$ cat config.mk
export PLATFORM = sky130hd
export DESIGN_NAME = ecpb_cell
export DESIGN_NICKNAME = d
export VERILOG_FILES = /design/src/hdl/exact_color_palette_builder_unit_macros.svh /design/src/hdl/ecpb_pkg.sv /design/src/hdl/ecpb_cell.sv
export SDC_FILE = /design/constraint.sdc
export NUM_CORES = 1
export LEC_CHECK = 0
export BUFFER_PORTS_ARGS = -buffer_cell sky130_fd_sc_hd__buf_2
export CAP_MARGIN = 15
export CORE_ASPECT_RATIO = 1.4
export CORE_MARGIN = 2
export CORE_UTILIZATION = 50
export CTS_BUF_LIST = sky130_fd_sc_hd__clkbuf_4 sky130_fd_sc_hd__clkbuf_8
export DETAILED_ROUTE_END_ITERATION = 6
export GPL_TIMING_DRIVEN = 0
export PLACE_DENSITY = 0.83
export REMOVE_ABC_BUFFERS = 1
export SYNTH_ARGS = -nofsm -noshare
export SYNTH_HDL_FRONTEND = slang
export SYNTH_SLANG_ARGS = --single-unit
$ cat constraint.sdc
create_clock -name clk -period 2.2 [get_ports clk]
set_input_delay 0.55 -clock clk [delete_from_list [all_inputs] [get_ports clk]]
set_output_delay 0.55 -clock clk [all_outputs]
set_load 0.1 [all_outputs]
$ cat src/hdl/exact_color_palette_builder_unit_macros.svh
// ----------------------------------------------------------------------------
// exact_color_palette_builder_unit_macros
// Assertion macros for the palette builder RTL.
// ----------------------------------------------------------------------------
`ifndef EXACT_COLOR_PALETTE_BUILDER_UNIT_MACROS_SVH
`define EXACT_COLOR_PALETTE_BUILDER_UNIT_MACROS_SVH

// property checked every clock, idle during reset
`define ECPB_ASSERT(label, prop, msg) \
    label: assert property (@(posedge clk) disable iff (!rst_n) (prop)) else $error(msg);

// antecedent implies consequent in the next cycle
`define ECPB_ASSERT_NEXT(label, ante, cons, msg) \
    label: assert property (@(posedge clk) disable iff (!rst_n) (ante) |=> (cons)) \
        else $error(msg);

`endif

$ cat src/hdl/ecpb_pkg.sv
// ----------------------------------------------------------------------------
// ecpb_pkg
// Sizes and the token word that travels along the palette cell row.
// ----------------------------------------------------------------------------
package ecpb_pkg;

    localparam int PALETTE_ENTRIES = 256;
    localparam int IDX_W           = (PALETTE_ENTRIES > 1) ? $clog2(PALETTE_ENTRIES) : 1;
    localparam int CNT_W           = $clog2(PALETTE_ENTRIES + 1);
    localparam int COLOR_W         = 32;
    localparam logic [7:0] OPAQUE_ALPHA = 8'hFF;

    typedef struct packed {
        logic [COLOR_W-1:0] color;
        logic [CNT_W-1:0]   count;
        logic               ovf;
        logic               done;
        logic               fresh;
        logic [IDX_W-1:0]   idx;
    } tok_t;

endpackage

$ cat src/hdl/ecpb_cell.sv
// ----------------------------------------------------------------------------
// ecpb_cell
// One palette entry: compares the passing pixel, claims the entry when it is
// the first free one, and hands the token to the next cell.
// ----------------------------------------------------------------------------
module ecpb_cell
    import ecpb_pkg::*;
(
    input  logic             clk,
    input  logic             rst_n,
    input  logic [IDX_W-1:0] cell_idx,
    input  logic             tok_in_valid,
    input  tok_t             tok_in,
    output logic             tok_out_valid,
    output tok_t             tok_out
);

    logic [COLOR_W-1:0] entry_reg;
    logic               valid_reg;
    tok_t               tok_reg;
    tok_t               tok_next;
    logic               in_use;
    logic               hit;
    logic               claim;

    always_comb
    begin
        in_use = CNT_W'(cell_idx) < tok_in.count;
        hit    = tok_in_valid && !tok_in.done && in_use && (entry_reg == tok_in.color);
        claim  = tok_in_valid && !tok_in.done && (CNT_W'(cell_idx) == tok_in.count);

        tok_next = tok_in;
        if (hit)
        begin
            tok_next.done = 1'b1;
            tok_next.idx  = cell_idx;
        end
        else if (claim)
        begin
            tok_next.done  = 1'b1;
            tok_next.fresh = 1'b1;
            tok_next.idx   = cell_idx;
            tok_next.count = tok_in.count + CNT_W'(1);
        end
    end

    always_ff @(posedge clk or negedge rst_n)
    begin
        if (!rst_n)
        begin
            valid_reg <= 1'b0;
        end
        else
        begin
            valid_reg <= tok_in_valid;
        end
    end

    always_ff @(posedge clk)
    begin
        tok_reg <= tok_next;
        if (claim)
        begin
            entry_reg <= tok_in.color;
        end
    end

    assign tok_out_valid = valid_reg;
    assign tok_out       = tok_reg;

endmodule
==> results.cfg <==
[status]
status = finished, final reports clean

[flow_run]
cap_violations = 0

[timing]
relSlewSlack_pct = 66.9
finalHoldViolCount = 0
setup-violations-final = 0
fin_crit_sh_pct = 94.7
min_period_ns = 2.08
worst_slew_pin_slew_ns = 0.500
maxSlewViolCount = 0
rsz0062_at_grt = false
clock_skew_ns = 0.0102
holdWs_ns = 0.301
max_freq_mhz = 480

[worst_setup_path]
crit_path_end_kind = flop
cp_slowest_cell = edfxtp_1
worstPathCellList = xnor2_1 > nand4_1 > nor4_2 > nand4_1 > o21ai_4 > buf_12 > mux2_2
slowest_delay_ns = 0.40
ff2ff_setup_slack_ns = 0.12
cp-start-kind = flop
required_ns = 2.44
worstRegToRegCells = 7
cp_common_cell = nand4_1
critPathMaxFanout = 9
r2r_start = entry_reg[6]
timing.rr.end = tok_out[0]
arrival_ns = 2.33
worst-setup-path-type = flop to flop

[pwr]
vdd_drop_max_v = 0.000834
seq_power_share_pct = 49.5
p_comb_share_pct = 17.7
switching_share_pct = 30.8
p_leak_nw = 1.62
p_sw_mw = 1.05
p_int_mw = 2.36
p_clk_share_pct = 32.9
p_per_area_nw_per_um2 = 892

[logic_synthesis]
yosysWarnings = 0
synth_area_leaders = dfxtp_1, edfxtp_1, xnor2_1
ys_types = 30
syn_area_per_cell_sq_um = 14.7
synth.largest_area_cell = dfxtp_1
ys_seq_area_share_pct = 69.9
netlist_instances = 197
synth_top_cell_area_share_pct = 35.9
ys_seq_elements = 85
synth_area_sq_um = 2900

[floorplan]
ioPinCount = 116
rows = 32
die_area_sq_um = 6440
die_x_microns = 68.4
initial_core_util_pct = 52.1
core-area_sq_um = 5570
die_h_microns = 94.1

[clocking]
htreeDepth = 3
clockBufferDepth = 2
cts_buffers = 9
cts_tree = done
root_buffer = clkbuf_8
clk_pin_slew_ns = 0.09
clock_latency_ns = 0.35
cts_sinks = 85

[global_routing]
grt_first_pass_wirelength_mm = 8.61
grt_max_degree = 33
antenna_found_initial = 0
gr-total-overflow = 0
grt_pass1_vias = 1968
grt_usage_pct = 18.6

[min_path]
hold_depth = 1
hold_end = tok_out[10]
hold_path.startpoint = tok_in[10]
hold_path.class = primary input to flop

[place]
placed_area_sq_um = 3560
dp_cells = 379
gp_congestion = 0.674
port_buffers = 115
hpwl_mm = 4.17

[routing]
wire_per_inst_microns = 14.3
dr.pass1.iters = 4
viasPerCell = 4.86
num_vias = 1939
drtIter0Drc = 73
drcViolationCount = 0
routed_wl_mm = 5.70
final_antenna_net_count = 0

[final_layout]
layout_common_cells = buf_2, dfxtp_1, xnor2_1, edfxtp_1, nand4_1
post-route-util_pct = 68.9
fin_nets = 398
final_common_cell = buf_2
largest_register_ffs = 52
stdcell_count = 399
fillerInstances = 404
fin_area_sq_um = 3830
n_antenna_cell = 0
drive_above_1_share_pct = 45.3
synthToLayoutAreaGrowth_pct = 32.2
## power by group through the flow
stage | combinational, mW | clock, mW | sequential [mW]
after CTS | 0.607 | 1.15 | 1.69
after global routing | 0.632 | 1.21 | 1.70
after global placement | 0.595 | 0 | 1.73
after floorplan | 0.0719 | 0 | 2.11
after detailed placement | 0.602 | 0 | 1.73
final | 0.604 | 1.12 | 1.69
## synthesized netlist by cell type, drive strengths merged
master,n
a2111oi,1
a21oi,3
a41o,1
a41oi,1
and2,1
and3,4
and4b,1
buf,1
dfrtp,1
dfxtp,52
edfxtp,32
ha,9
inv,9
mux2,8
nand2,5
nand2b,1
nand3,2
nand4,12
nand4b,1
nor2,1
nor2b,1
nor3,4
nor3b,1
nor4,1
o21ai,3
or2,2
xnor2,35
xor2,4
## critical path: cells and delay by family (launching register included)
kind | cells | cell delay (ns)
AND/OR/NAND/NOR | 3 | 0.74
flip-flops | 1 | 0.40
multiplexers | 1 | 0.34
AO/OA/AOI/OAI | 1 | 0.20
XOR/XNOR | 1 | 0.15
buffers and inverters | 1 | 0.15
## kinds of logic (layout without fill, tap and decap cells)
family                   after synthesis  in the layout  share of synthesized area (%)
AND/OR/NAND/NOR                       37             37                           7.68
AO/OA/AOI/OAI                          9              9                           2.37
multiplexers                           8              8                           3.10
adder cells (fa/ha/maj)                9              9                           3.88
flip-flops                            85             85                           69.9
XOR/XNOR                              39             39                           11.8
buffers and inverters                 10            144                           1.34
## layer usage
metal / track usage (%) / part of all wire (%)
met4: 7.50 / 1.4
met3: 5.76 / 7.5
met5: 0 / 0
met2: 32.7 / 54
met1: 20.1 / 37
## layout make-up
class	count	area, sq um	share of cell area [%]
flip-flops and latches	85	2030	52.9
multi-input cells	102	860	22.4
repair buffers	118	613	16.0
clock buffers	10	138	3.59
well taps	68	85.1	2.22
clock inverters	6	67.6	1.76
inverters	9	37.5	0.979
repair inverters	1	7.51	0.196
## per-stage QoR
step	total power, mW	setup WS, ns	TNS (ns)
2_1_floorplan	2.18	-0.0921	-3.12
4_1_cts	3.45	0.00481	0
5_1_grt	3.54	0.0102	0
3_3_place_gp	2.32	-0.604	-26.45
3_5_place_dp	2.33	-0.674	-29.50
6_report	3.42	0.118	0
## what timing repair did
action	CTS	global route
cloned	0	1
hold buffers	1	0
pin swaps	1	2
buffers inserted	1	1
resized for setup	4	3
endpoints found under the hold margin	1	0
setup endpoints to repair	42	50
## worst max path at each step
stage                       startpoint           end  slack [ns]  depth (start not counted)
after floorplan             tok_in[17]  entry_reg[0]       -0.09                          6
after global placement      tok_in[17]  entry_reg[6]       -0.60                          7
after detailed placement    tok_in[17]  entry_reg[6]       -0.67                          7
after CTS                 entry_reg[6]    tok_out[0]       0.005                          6
after global routing      entry_reg[6]    tok_out[7]        0.01                          7
final                     entry_reg[6]    tok_out[0]        0.12                          7
(Power assumes the default switching activity.)
